[config.mk]
export PLATFORM = sky130hd
export DESIGN_NAME = square_wave_voice_mixer
export DESIGN_NICKNAME = d
export VERILOG_FILES = /design/src/svm_pkg.sv /design/src/svm_ram.sv /design/src/square_wave_voice_mixer.sv
export SDC_FILE = /design/constraint.sdc
export NUM_CORES = 1
export LEC_CHECK = 0
export ABC_CLOCK_PERIOD_IN_PS = 8100
export BUFFER_PORTS_ARGS = -buffer_cell sky130_fd_sc_hd__buf_2
export CAP_MARGIN = 20
export CORE_MARGIN = 2
export CORE_UTILIZATION = 50
export DETAILED_ROUTE_END_ITERATION = 12
export PLACE_DENSITY = 0.72
export REMOVE_ABC_BUFFERS = 1
export SLEW_MARGIN = 20
export SYNTH_ARGS = -nofsm -noshare
export SYNTH_HDL_FRONTEND = slang
export SYNTH_HIERARCHICAL = 1
export SYNTH_SLANG_ARGS = --single-unit
export TNS_END_PERCENT = 5
[constraint.sdc]
create_clock -name clk -period 8.1 [get_ports clk]
set_clock_uncertainty 0.1 [all_clocks]
set_input_delay 0.81 -clock clk [delete_from_list [all_inputs] [get_ports clk]]
set_output_delay 0.81 -clock clk [all_outputs]
set_load 0.01 [all_outputs]
[src/svm_pkg.sv]
// ----------------------------------------------------------------------------
// svm_pkg: shared definitions for the square-wave voice mixer
// Command codes, reset values and the elaboration-time pitch increment maths.
// ----------------------------------------------------------------------------
package svm_pkg;

  localparam int VOICE_COUNT_DEF = 16;
  localparam int PHASE_BITS_DEF  = 32;

  localparam int NOTE_W = 7;
  localparam int AMP_W  = 15;
  localparam int PCM_W  = 20;
  localparam int OUT_W  = 16;
  localparam int CMD_W  = 2;

  localparam logic [CMD_W-1:0] CMD_NOTE_ON  = 2'd0;
  localparam logic [CMD_W-1:0] CMD_NOTE_OFF = 2'd1;
  localparam logic [CMD_W-1:0] CMD_TICK     = 2'd2;

  localparam logic [AMP_W-1:0] AMP_RESET = 15'd4000;

  localparam logic [63:0] RATE_DIVISOR = 64'd4410000000;
  localparam logic [63:0] BASE_HZ_X512 = 64'd7040;

  localparam logic [17:0] SEMITONE [12] = '{
    18'd100000, 18'd105946, 18'd112246, 18'd118921, 18'd125992, 18'd133484,
    18'd141421, 18'd149831, 18'd158740, 18'd168179, 18'd178180, 18'd188775
  };

  // Phase step per output sample for one note, rounded half up.  Only used
  // to build constant tables, never in datapath logic.
  function automatic logic [63:0] note_increment(input logic [NOTE_W-1:0] n,
                                                 input int phase_bits);
    int          semi;
    int          oct;
    logic [127:0] num;
    logic [127:0] quo;
    semi = int'(n) % 12;
    oct  = int'(n) / 12;
    num  = 128'(BASE_HZ_X512 * 64'(SEMITONE[semi]));
    num  = num << (phase_bits + oct - 9);
    quo  = num / 128'(RATE_DIVISOR);
    quo  = (quo + 128'd1) >> 1;
    return quo[63:0];
  endfunction

endpackage

[src/svm_ram.sv]
// ----------------------------------------------------------------------------
// svm_ram: generic simple dual-port RAM
// One write port and one read port, read data registered.
// ----------------------------------------------------------------------------
module svm_ram #(
  parameter int WIDTH = 8,
  parameter int DEPTH = 16,
  localparam int AW   = (DEPTH > 1) ? $clog2(DEPTH) : 1
) (
  input  logic             clk,
  input  logic             wr_en,
  input  logic [AW-1:0]    wr_addr,
  input  logic [WIDTH-1:0] wr_data,
  input  logic [AW-1:0]    rd_addr,
  output logic [WIDTH-1:0] rd_data
);

  logic [WIDTH-1:0] mem_r [DEPTH];
  logic [WIDTH-1:0] rd_data_r;

  always_ff @(posedge clk) begin
    if (wr_en) begin
      mem_r[wr_addr] <= wr_data;
    end
    rd_data_r <= mem_r[rd_addr];
  end

  assign rd_data = rd_data_r;

endmodule

[src/square_wave_voice_mixer.sv]
// ----------------------------------------------------------------------------
// square_wave_voice_mixer: polyphonic square-wave synthesiser and mixer
// Note-on/off voice allocation and per-tick mixing with saturation.
// ----------------------------------------------------------------------------
// The input stream carries one command per beat: in_tuser selects note-on,
// note-off or sample tick, and in_tdata holds the note, the music-on flag and
// the sound-effect addend.  Only a tick produces an output beat, which carries
// the saturated 16-bit mixed sample.  The user must set the voice level through
// cfg_wr_en/cfg_wr_data while the block is idle; the block does not enforce it.
// The block handles one command at a time; in_tready is high only while the
// sequencer is idle.  A note-on walks the busy flags one voice per cycle
// until it claims a free voice or reaches the last one.  A note-off walks
// the voice RAM.  A tick with music on walks the RAM, then runs a restoring
// divider one quotient bit per cycle, after a first step that loads the
// magnitude, when more than one voice sounds, and then mixes and loads the
// output register.  A tick with music off goes straight to the mix step.
// Each command also spends the cycle in which it is accepted in the idle
// state.
// The output register decouples the sides: a finished sample waits there
// while the next command is accepted; only a further sample has to wait in
// the mix step until the receiver takes the previous one.
// Reset clears every voice to free and the voice level to 4000; the voice
// RAM needs no clearing because a voice's entry is written when it starts.
// ----------------------------------------------------------------------------
module square_wave_voice_mixer #(
  parameter int VOICE_COUNT = svm_pkg::VOICE_COUNT_DEF,
  parameter int PHASE_BITS  = svm_pkg::PHASE_BITS_DEF
) (
  input  logic        clk,
  input  logic        rst_n,
  // Command stream.
  input  logic        in_tvalid,
  output logic        in_tready,
  input  logic [31:0] in_tdata,   // note[6:0], music_on[7], pcm_sum[27:8], zero pad
  input  logic [1:0]  in_tuser,   // command[1:0]
  // Sample stream.
  output logic        out_tvalid,
  input  logic        out_tready,
  output logic [15:0] out_tdata,  // sample_out[15:0]
  // Voice level register.
  input  logic        cfg_wr_en,
  input  logic [14:0] cfg_wr_data
);

  localparam int NOTE_W = svm_pkg::NOTE_W;
  localparam int PCM_W  = svm_pkg::PCM_W;
  localparam int IDX_W  = (VOICE_COUNT > 1) ? $clog2(VOICE_COUNT) : 1;
  localparam int CNT_W  = $clog2(VOICE_COUNT + 1);
  // Largest voice sum is VOICE_COUNT * 32767, held as a magnitude.
  localparam int MAG_W  = svm_pkg::AMP_W + $clog2(VOICE_COUNT);
  localparam int ACC_W  = MAG_W + 1;
  localparam int SUM_W  = ((ACC_W > PCM_W) ? ACC_W : PCM_W) + 1;
  localparam int DB_W   = $clog2(MAG_W + 1);
  localparam int RAM_W  = NOTE_W + PHASE_BITS;
  localparam logic [IDX_W-1:0] LAST_IDX = IDX_W'(VOICE_COUNT - 1);

  // Phase step for every note, built at elaboration.
  function automatic logic [128*PHASE_BITS-1:0] build_inc_table();
    logic [128*PHASE_BITS-1:0] t;
    logic [63:0]               inc;
    t = '0;
    for (int i = 0; i < 128; i++) begin
      inc = svm_pkg::note_increment(NOTE_W'(i), PHASE_BITS);
      t[i*PHASE_BITS +: PHASE_BITS] = inc[PHASE_BITS-1:0];
    end
    return t;
  endfunction

  localparam logic [128*PHASE_BITS-1:0] INC_TABLE = build_inc_table();

  typedef enum logic [2:0] {
    ST_IDLE,
    ST_ON,
    ST_SCAN,
    ST_DIV,
    ST_MIX
  } state_t;

  state_t                   state_r, state_nxt;
  logic [svm_pkg::AMP_W-1:0] amp_r;
  logic [VOICE_COUNT-1:0]   busy_r, busy_nxt;
  logic [1:0]               cmd_r, cmd_nxt;
  logic [NOTE_W-1:0]        note_r, note_nxt;
  logic                     music_r, music_nxt;
  logic signed [PCM_W-1:0]  pcm_r, pcm_nxt;
  logic [IDX_W-1:0]         idx_r, idx_nxt;
  logic [IDX_W-1:0]         proc_idx_r, proc_idx_nxt;
  logic                     iss_done_r, iss_done_nxt;
  logic                     rd_pend_r, rd_pend_nxt;
  logic signed [ACC_W-1:0]  acc_r, acc_nxt;
  logic [CNT_W-1:0]         cnt_r, cnt_nxt;
  logic                     neg_r, neg_nxt;
  logic [MAG_W-1:0]         quo_r, quo_nxt;
  logic [CNT_W-1:0]         rem_r, rem_nxt;
  logic [DB_W-1:0]          bit_r, bit_nxt;
  logic                     out_valid_r, out_valid_nxt;
  logic [15:0]              out_data_r, out_data_nxt;

  // Voice RAM: note in the upper bits, phase accumulator below.
  logic                     ram_we;
  logic [IDX_W-1:0]         ram_waddr;
  logic [RAM_W-1:0]         ram_wdata;
  logic [IDX_W-1:0]         ram_raddr;
  logic [RAM_W-1:0]         ram_rdata;

  svm_ram #(
    .WIDTH (RAM_W),
    .DEPTH (VOICE_COUNT)
  ) u_voice_ram (
    .clk     (clk),
    .wr_en   (ram_we),
    .wr_addr (ram_waddr),
    .wr_data (ram_wdata),
    .rd_addr (ram_raddr),
    .rd_data (ram_rdata)
  );

  logic [NOTE_W-1:0]       rd_note;
  logic [PHASE_BITS-1:0]   rd_phase;
  logic [PHASE_BITS-1:0]   new_phase;
  logic signed [ACC_W-1:0] amp_ext;
  logic [MAG_W-1:0]        acc_mag;
  logic [CNT_W:0]          rem_sh;
  logic signed [SUM_W-1:0] mix_sum;
  logic                    in_fire;
  logic                    out_free;

  assign rd_note   = ram_rdata[PHASE_BITS +: NOTE_W];
  assign rd_phase  = ram_rdata[PHASE_BITS-1:0];
  assign new_phase = rd_phase + INC_TABLE[int'(rd_note) * PHASE_BITS +: PHASE_BITS];
  assign amp_ext   = ACC_W'($signed({1'b0, amp_r}));
  assign acc_mag   = acc_r[ACC_W-1] ? MAG_W'(-acc_r) : MAG_W'(acc_r);
  assign rem_sh    = {rem_r, quo_r[MAG_W-1]};
  assign mix_sum   = SUM_W'(acc_r) + SUM_W'(pcm_r);
  assign in_fire   = in_tvalid && in_tready;
  assign out_free  = !out_valid_r || out_tready;

  assign in_tready  = (state_r == ST_IDLE);
  assign out_tvalid = out_valid_r;
  assign out_tdata  = out_data_r;

  always_comb begin
    state_nxt     = state_r;
    busy_nxt      = busy_r;
    cmd_nxt       = cmd_r;
    note_nxt      = note_r;
    music_nxt     = music_r;
    pcm_nxt       = pcm_r;
    idx_nxt       = idx_r;
    proc_idx_nxt  = proc_idx_r;
    iss_done_nxt  = iss_done_r;
    rd_pend_nxt   = 1'b0;
    acc_nxt       = acc_r;
    cnt_nxt       = cnt_r;
    neg_nxt       = neg_r;
    quo_nxt       = quo_r;
    rem_nxt       = rem_r;
    bit_nxt       = bit_r;
    out_valid_nxt = out_valid_r && !out_tready;
    out_data_nxt  = out_data_r;
    ram_we        = 1'b0;
    ram_waddr     = idx_r;
    ram_wdata     = {note_r, {PHASE_BITS{1'b0}}};
    ram_raddr     = idx_r;

    case (state_r)
      ST_IDLE: begin
        if (in_fire) begin
          cmd_nxt      = in_tuser;
          note_nxt     = in_tdata[6:0];
          music_nxt    = in_tdata[7];
          pcm_nxt      = in_tdata[27:8];
          idx_nxt      = '0;
          iss_done_nxt = 1'b0;
          acc_nxt      = '0;
          cnt_nxt      = '0;
          case (in_tuser)
            svm_pkg::CMD_NOTE_ON:  state_nxt = ST_ON;
            svm_pkg::CMD_NOTE_OFF: state_nxt = ST_SCAN;
            svm_pkg::CMD_TICK:     state_nxt = in_tdata[7] ? ST_SCAN : ST_MIX;
            default:               state_nxt = ST_IDLE;
          endcase
        end
      end

      ST_ON: begin
        // Claim the lowest free voice; drop the note when all are busy.
        if (!busy_r[idx_r]) begin
          busy_nxt[idx_r] = 1'b1;
          ram_we          = 1'b1;
          state_nxt       = ST_IDLE;
        end else if (idx_r == LAST_IDX) begin
          state_nxt = ST_IDLE;
        end else begin
          idx_nxt = idx_r + IDX_W'(1);
        end
      end

      ST_SCAN: begin
        // Read voice idx_r while the previous voice's data is processed.
        if (!iss_done_r) begin
          rd_pend_nxt  = 1'b1;
          proc_idx_nxt = idx_r;
          if (idx_r == LAST_IDX) begin
            iss_done_nxt = 1'b1;
          end else begin
            idx_nxt = idx_r + IDX_W'(1);
          end
        end
        ram_waddr = proc_idx_r;
        ram_wdata = {rd_note, new_phase};
        if (rd_pend_r && busy_r[proc_idx_r]) begin
          if (cmd_r == svm_pkg::CMD_NOTE_OFF) begin
            if (rd_note == note_r) begin
              busy_nxt[proc_idx_r] = 1'b0;
            end
          end else begin
            ram_we  = 1'b1;
            acc_nxt = new_phase[PHASE_BITS-1] ? (acc_r - amp_ext) : (acc_r + amp_ext);
            cnt_nxt = cnt_r + CNT_W'(1);
          end
        end
        if (rd_pend_r && iss_done_r) begin
          if (cmd_r == svm_pkg::CMD_NOTE_OFF) begin
            state_nxt = ST_IDLE;
          end else if (cnt_nxt > CNT_W'(1)) begin
            state_nxt = ST_DIV;
          end else begin
            state_nxt = ST_MIX;
          end
        end
      end

      ST_DIV: begin
        // Restoring division of |acc| by the voice count, one bit a cycle.
        if (bit_r == '0) begin
          neg_nxt = acc_r[ACC_W-1];
          quo_nxt = acc_mag;
          rem_nxt = '0;
          bit_nxt = DB_W'(1);
        end else begin
          if (rem_sh >= {1'b0, cnt_r}) begin
            rem_nxt = CNT_W'(rem_sh - {1'b0, cnt_r});
            quo_nxt = {quo_r[MAG_W-2:0], 1'b1};
          end else begin
            rem_nxt = rem_sh[CNT_W-1:0];
            quo_nxt = {quo_r[MAG_W-2:0], 1'b0};
          end
          if (bit_r == DB_W'(MAG_W)) begin
            bit_nxt   = '0;
            acc_nxt   = neg_r ? -ACC_W'($signed({1'b0, quo_nxt}))
                              :  ACC_W'($signed({1'b0, quo_nxt}));
            state_nxt = ST_MIX;
          end else begin
            bit_nxt = bit_r + DB_W'(1);
          end
        end
      end

      ST_MIX: begin
        if (out_free) begin
          out_valid_nxt = 1'b1;
          if (mix_sum > SUM_W'(32767)) begin
            out_data_nxt = 16'h7FFF;
          end else if (mix_sum < -SUM_W'(32768)) begin
            out_data_nxt = 16'h8000;
          end else begin
            out_data_nxt = mix_sum[15:0];
          end
          state_nxt = ST_IDLE;
        end
      end

      default: begin
        state_nxt = ST_IDLE;
      end
    endcase
  end

  always_ff @(posedge clk) begin
    if (!rst_n) begin
      state_r     <= ST_IDLE;
      busy_r      <= '0;
      amp_r       <= svm_pkg::AMP_RESET;
      iss_done_r  <= 1'b0;
      rd_pend_r   <= 1'b0;
      bit_r       <= '0;
      out_valid_r <= 1'b0;
    end else begin
      state_r     <= state_nxt;
      busy_r      <= busy_nxt;
      iss_done_r  <= iss_done_nxt;
      rd_pend_r   <= rd_pend_nxt;
      bit_r       <= bit_nxt;
      out_valid_r <= out_valid_nxt;
      if (cfg_wr_en) begin
        amp_r <= cfg_wr_data;
      end
    end
    cmd_r      <= cmd_nxt;
    note_r     <= note_nxt;
    music_r    <= music_nxt;
    pcm_r      <= pcm_nxt;
    idx_r      <= idx_nxt;
    proc_idx_r <= proc_idx_nxt;
    acc_r      <= acc_nxt;
    cnt_r      <= cnt_nxt;
    neg_r      <= neg_nxt;
    quo_r      <= quo_nxt;
    rem_r      <= rem_nxt;
    out_data_r <= out_data_nxt;
  end

`ifndef SYNTHESIS
  // The divider only runs when more than one voice sounds.
  a_div_count: assert property (@(posedge clk) disable iff (!rst_n)
    (state_r == ST_DIV) |-> (cnt_r > CNT_W'(1)))
    else $error("divider running with voice count below two");

  // The voice RAM is written only by a note-on or by a tick with music on.
  a_ram_write: assert property (@(posedge clk) disable iff (!rst_n)
    ram_we |-> ((state_r == ST_ON) ||
                ((state_r == ST_SCAN) && (cmd_r == svm_pkg::CMD_TICK) && music_r)))
    else $error("voice RAM written outside a note-on or a sounding tick");

  // A new output beat only appears straight after the mix step.
  a_out_source: assert property (@(posedge clk) disable iff (!rst_n)
    $rose(out_tvalid) |-> $past(state_r == ST_MIX))
    else $error("output beat raised outside the mix step");
`endif

endmodule

==> reports/metrics.csv, run 1 <==
metric,value,unit
DRC Markers,0,
top post-synthesis cells by area,"edfxtp_1, mux4_2, dfxtp_1",
Slew @ Worst Pin,1090,ps
crit path max fanout,8,
Fmax,130,MHz
GRT Util Overall,24.9,%
routability cong.,0.988,
DR WL/cell,24.5,um
Die X,281,um
Max clock buf depth,3,
"Hold Vio Cnt, Final",0,
P_leak,15.1,nW
"Largest delay share family, worst path",compound AO/OA/AOI/OAI gates,
cts hold-fix bufs,0,
fin crit share,95.2,%
Routed WL,97.2,mm
CTS H-tree lvls,3,
Synth warnings,6,
result of the run,completed,
Yosys reg bits,808,
share of cells above drive strength 1,18.9,%
n_diodes,0,
row cnt,101,
placed insts,3806,
initial antenna violation count,0,
"slowest stage cell, crit path",mux4_2,
via count,24600,
vias per inst,6.20,
1st-pass router iterations,6,
vias in the first global route,24800,
core area,75900,um^2
Setup crit end kind,flip-flop,
critical path arrival,7940,ps
Slew HR,27.3,%
top_reg_cell synth,edfxtp_1,
register area share after synthesis,61.2,%
Final Util,56.9,%
Hold Path Class,in2reg,
average size of a mapped cell,13.9,um^2
first-pass GRT wire length,148,mm
fillers,5904,
Most Frequent Cell on Critical Path,buf_4,
largest area contributor in the netlist,edfxtp_1,
Async SR Flop Fraction,0,%
Gate Count Post-Synth,2749,
I/O pin total,72,
1st-iter DRT viols,2441,
Worst VDD drop,0.248,mV
Setup crit start kind,flip-flop,
RSZ-0062 raised after global routing,false,
setup violators final,0,
clock sinks,808,
Placed Area,40300,um^2
full die area,78900,um^2
Final WS setup,392,ps
Post-DRT Antenna Nets,0,
Final nets,3027,
Required @ worst endpoint,8340,ps
Synth Cell Area,38300,um^2
CP max stage delay,520,ps
r2r worst-path depth,33,
"Reg clk slew, reported paths",60,ps
TritonCTS buffer count,82,
Worst-Skew Late Latency,660,ps
port bufs,67,
Buf/Inv on CP,6,
Synth cell types,86,
fin crit period,7710,ps
"Design Area, Final",43200,um^2
pins over their slew limit,0,
WP depth,33,
"EDFF count, synth",727,
largest net degree at the start of global routing,91,
Finished Layout Cells,3963,
dpl ws,173,ps
most instantiated cells after synthesis,"edfxtp_1, nand2_1, nor2_1",
CTS tree,yes,
Max-Cap Viols,0,
most common cell in the netlist,edfxtp_1,
Yosys top cell area share,57.0,%
clk root buf,clkbuf_16,
kind of critical path,reg2reg,
hpwl dp,60.5,mm
hold path depth,1,
total grt overflow,0,
initial core utilization,50.5,%
height of the die,281,um
PD cells,465,nW/um^2
Area Growth Syn to Fin,12.8,%
[final timing paths]
check | end | startpoint | slack, ps
max reg2reg | acc_r[16]$_DFFE_PP_ | u_voice_ram/rd_data[32]$_DFF_P_ | 390
max | acc_r[16]$_DFFE_PP_ | u_voice_ram/rd_data[32]$_DFF_P_ | 390
min reg2reg | busy_r[12]$_SDFFE_PN0P_ | busy_r[12]$_SDFFE_PN0P_ | 390
min | note_r[0]$_DFFE_PP_ | in_tdata[0] | 230
[metal layers]
metal	global-route usage (%)	part of all wire, %	vias to the layer above	routed length, um
met5	0	0	-	0
met4	8.06	2.7	0	2630
met3	3.77	7.3	174	7080
met2	41.6	49	1043	47800
met1	33.6	41	12500	39700
li1	-	-	10900	-
[power by group]
group / switching, mW / total, mW / internal [mW]
clock network: 1.63 / 3.93 / 2.30
logic: 6.00 / 9.95 / 3.95
registers: 0.407 / 6.23 / 5.82
[layout by cell type (no fill, tap or decap), drive strengths merged, types with 27 or more instances in the layout]
cell    instances
dfxtp          81
a21oi         155
ha            106
edfxtp        727
nor3           31
xor2           69
nor2          189
buf           192
nand2         247
mux2i          40
a22oi          80
inv            45
nand3          29
o211ai         27
o21ai         183
mux4          181
clkbuf        122
xnor2          55
a21o           36
[registers in the layout, indices dropped and copies added (netlist names)]
| register | count |
|---|---|
| pcm_r | 20 |
| iss_done_r | 1 |
| cmd_r | 2 |
| note_r | 7 |
| rd_pend_r | 1 |
| amp_r | 15 |
| proc_idx_r | 4 |
| quo_r | 19 |
| bit_r | 5 |
| out_tdata | 16 |
| idx_r | 4 |
| acc_r | 20 |
| state_r | 3 |
| out_tvalid | 1 |
| u_voice_ram/rd_data | 39 |
| neg_r | 1 |
| busy_r | 16 |
| rem_r | 5 |
| cnt_r | 5 |
| u_voice_ram/mem_r | 624 |
[area by class of cell]
class | count | area, um^2 | share of cell area, %
Clock buffer | 122 | 2350 | 5.43
Clock inverter | 32 | 495 | 1.15
Inverter | 45 | 169 | 0.391
Multi-Input combinational cell | 1734 | 14200 | 32.7
Sequential cell | 808 | 23500 | 54.3
Tap cell | 1030 | 1290 | 2.98
Timing Repair Buffer | 192 | 1320 | 3.06
[repair_timing]
item | 4_1_cts | 5_1_grt
resized for setup | 0 | 9
endpoints found under the setup margin | 0 | 7
buffers inserted | 0 | 3
hold endpoints to repair | 0 | 0
[through the flow]
step | TNS [ps] | hold WS (ps) | power (mW)
2_1_floorplan | -1597260 | 353 | 13.2
5_1_grt | 0 | 215 | 21.3
4_1_cts | 0 | 207 | 20.0
6_report | 0 | 234 | 20.1
3_3_place_gp | 0 | 370 | 15.8
3_5_place_dp | 0 | 382 | 16.0
[logic make-up after synthesis]
family / synth area share, %
AO/OA/AOI/OAI: 10.4
XOR/XNOR: 2.83
buffers and inverters: 2.34
flip-flops: 61.2
adder cells (fa/ha/maj): 3.67
multiplexers: 11.9
AND/OR/NAND/NOR: 7.67
Note: power is estimated with default switching activity, not from simulation.
==> run 2: changes to the inputs <==
Settings changed: ABC_AREA from default to 1.
==> run 2 against run 1 <==
- final cell count increased by 52%
- global-route usage increased by 1.9 points
- die area increased by 10%
- cell area increased by 7.4%
- via count increased by 37%
- synthesized area increased by 10%
- setup slack improved by 810 ps
- routed wire length increased by 21%
- critical path type unchanged
- largest cell class unchanged
- largest power group unchanged
==> reports/metrics.csv, run 2 <==
metric,value,unit
total grt overflow,0,
n_diodes,0,
kind of critical path,reg2reg,
top post-synthesis cells by area,"edfxtp_1, nand2_1, nand3_1",
"Reg clk slew, reported paths",60,ps
Synth warnings,6,
Slew @ Worst Pin,1110,ps
PD cells,397,nW/um^2
Setup crit end kind,flip-flop,
cts repair resizes,0,
row cnt,106,
Yosys top cell area share,51.6,%
cts hold-fix bufs,0,
Area Growth Syn to Fin,9.78,%
Finished Layout Cells,6017,
P_leak,19.8,nW
clock sinks,808,
initial antenna violation count,0,
first-pass GRT wire length,179,mm
hpwl dp,70.0,mm
"Hold Vio Cnt, Final",0,
Slew HR,25.9,%
Async SR Flop Fraction,0,%
Largest Register,u_voice_ram/mem_r,
largest net degree at the start of global routing,195,
vias per inst,5.58,
number of flip-flops under the largest register name,624,
most frequent cells in the layout,"nand2_1, edfxtp_1, inv_1",
register area share after synthesis,55.4,%
Pwr Total,18.4,mW
CP startpoint,u_voice_ram/rd_data[32]$_DFF_P_,
CTS tree,yes,
CP max stage delay,630,ps
DRC Markers,0,
GR peak layer,met2,
DR WL/cell,19.6,um
routability cong.,0.985,
flop2flop setup slack,1210,ps
most instantiated cells after synthesis,"nand2_1, edfxtp_1, inv_1",
crit path max fanout,12,
postcts setup bufs,0,
met1 usage,37.0,%
Synth cell types,59,
Placed Area,43500,um^2
r2r worst-path depth,35,
CTS H-tree lvls,3,
Max clock buf depth,3,
Hold Path Class,in2reg,
"Largest delay share family, worst path",compound AO/OA/AOI/OAI gates,
dpl ws,1390,ps
1st-pass router iterations,6,
WP depth,35,
Die X,295,um
core area,83700,um^2
critical path endpoint,acc_r[18]$_DFFE_PP_,
Fmax,145,MHz
setup violators final,0,
reg2reg start,u_voice_ram/rd_data[32]$_DFF_P_,
share of cells above drive strength 1,7.21,%
GR Util met3,3.82,%
Final nets,4975,
placed insts,5855,
fin crit period,6890,ps
Max-Cap Viols,0,
GRT Util Overall,26.8,%
GR Layer Usage met2,42.8,%
Required @ worst endpoint,8390,ps
"Design Area, Final",46400,um^2
Setup crit start kind,flip-flop,
top_reg_cell synth,edfxtp_1,
"EDFF count, synth",727,
Post-DRT Antenna Nets,0,
"commonest non-fill, non-tap cell in the layout",nand2_1,
average size of a mapped cell,8.80,um^2
initial core utilization,50.5,%
vias in the first global route,31400,
via count,33600,
critical path arrival,7180,ps
result of the run,completed,
Worst VDD drop,0.263,mV
port bufs,67,
Routed WL,118,mm
height of the die,295,um
Worst-Skew Late Latency,680,ps
Most Frequent Cell on Critical Path,nand2_1,
Buf/Inv on CP,3,
TritonCTS buffer count,85,
I/O pin total,72,
worst hold margin,217,ps
"slowest stage cell, crit path",a221oi_1,
fin crit share,85.1,%
clk root buf,clkbuf_16,
full die area,86900,um^2
1st-iter DRT viols,3941,
largest area contributor in the netlist,edfxtp_1,
fillers,7201,
Gate Count Post-Synth,4806,
Yosys reg bits,808,
Synth Cell Area,42300,um^2
most common cell in the netlist,nand2_1,
Reg-to-Reg End,acc_r[18]$_DFFE_PP_,
RSZ-0062 raised after global routing,false,
Final WS setup,1210,ps
pins over their slew limit,0,
## run 2: cell types whose count changed after synthesis, moves of 63 or more
cell,previous run,this run
buf_2,9,77
o21ai_0,179,266
mux4_2,178,0
nand3_1,27,563
nor2_1,189,269
a22oi_1,80,3
a21oi_1,153,216
inv_1,40,689
nand2_1,244,1334
## run 2: logic make-up (layout without fill, tap and decap cells)
| kind of cell | count (synthesis) | in the layout | synth area share [%] |
|---|---|---|---|
| adder cells (fa/ha/maj) | 110 | 110 | 3.32 |
| AO/OA/AOI/OAI | 629 | 629 | 8.25 |
| multiplexers | 3 | 3 | 0.0710 |
| buffers and inverters | 914 | 991 | 8.99 |
| flip-flops | 808 | 808 | 55.4 |
| XOR/XNOR | 73 | 73 | 1.51 |
| AND/OR/NAND/NOR | 2269 | 2269 | 22.4 |
## run 2: layer usage
layer / wire (um) / share of wire, %
met1: 48800 / 41
met2: 54000 / 46
met3: 10600 / 9.0
met4: 4470 / 3.8
met5: 0 / 0
## run 2: report_power, final
part,internal [mW],switching (mW)
clock network,2.18,1.67
registers,5.23,0.342
logic,2.67,6.33
total,10.1,8.35
## run 2: layout make-up
cell class / count / area (um^2) / share of cell area (%)
flip-flops and latches: 808 / 23500 / 50.5
inverters: 702 / 2650 / 5.71
clock buffers: 127 / 2440 / 5.26
repair buffers: 130 / 833 / 1.79
clock inverters: 32 / 374 / 0.806
multi-input cells: 3084 / 15300 / 32.9
well taps: 1134 / 1420 / 3.06
## run 2: worst register-to-register path: cells and delay by family, from the launching register on
family / cells / cell delay (ps)
DFF: 1 / 320
buffers and inverters: 3 / 560
adders and majority gates: 3 / 1330
and+or+nand+nor: 18 / 1910
AOI/OAI and AO/OA: 11 / 2470
## run 2: worst min path at each step
stage                                 start                       to  slack [ps]  cells past startpoint
finish                         in_tdata[14]       pcm_r[6]$_DFFE_PP_         220                      1
global route                    in_tdata[9]       pcm_r[1]$_DFFE_PP_         200                      1
CTS                            in_tdata[14]       pcm_r[6]$_DFFE_PP_         190                      1
floorplan           busy_r[10]$_SDFFE_PN0P_  busy_r[10]$_SDFFE_PN0P_         350                      2
detailed placement   busy_r[8]$_SDFFE_PN0P_   busy_r[8]$_SDFFE_PN0P_         380                      2
global placement     busy_r[8]$_SDFFE_PN0P_   busy_r[8]$_SDFFE_PN0P_         360                      2
## run 2: per-stage QoR
| step | TNS (ps) | utilization, % |
|---|---|---|
| final | 0 | 55.5 |
| after global routing | 0 | 55.5 |
| after floorplan | -476850 | - |
| after detailed placement | 0 | 52.0 |
| after CTS | 0 | 55.4 |
| after global placement | 0 | 52.0 |
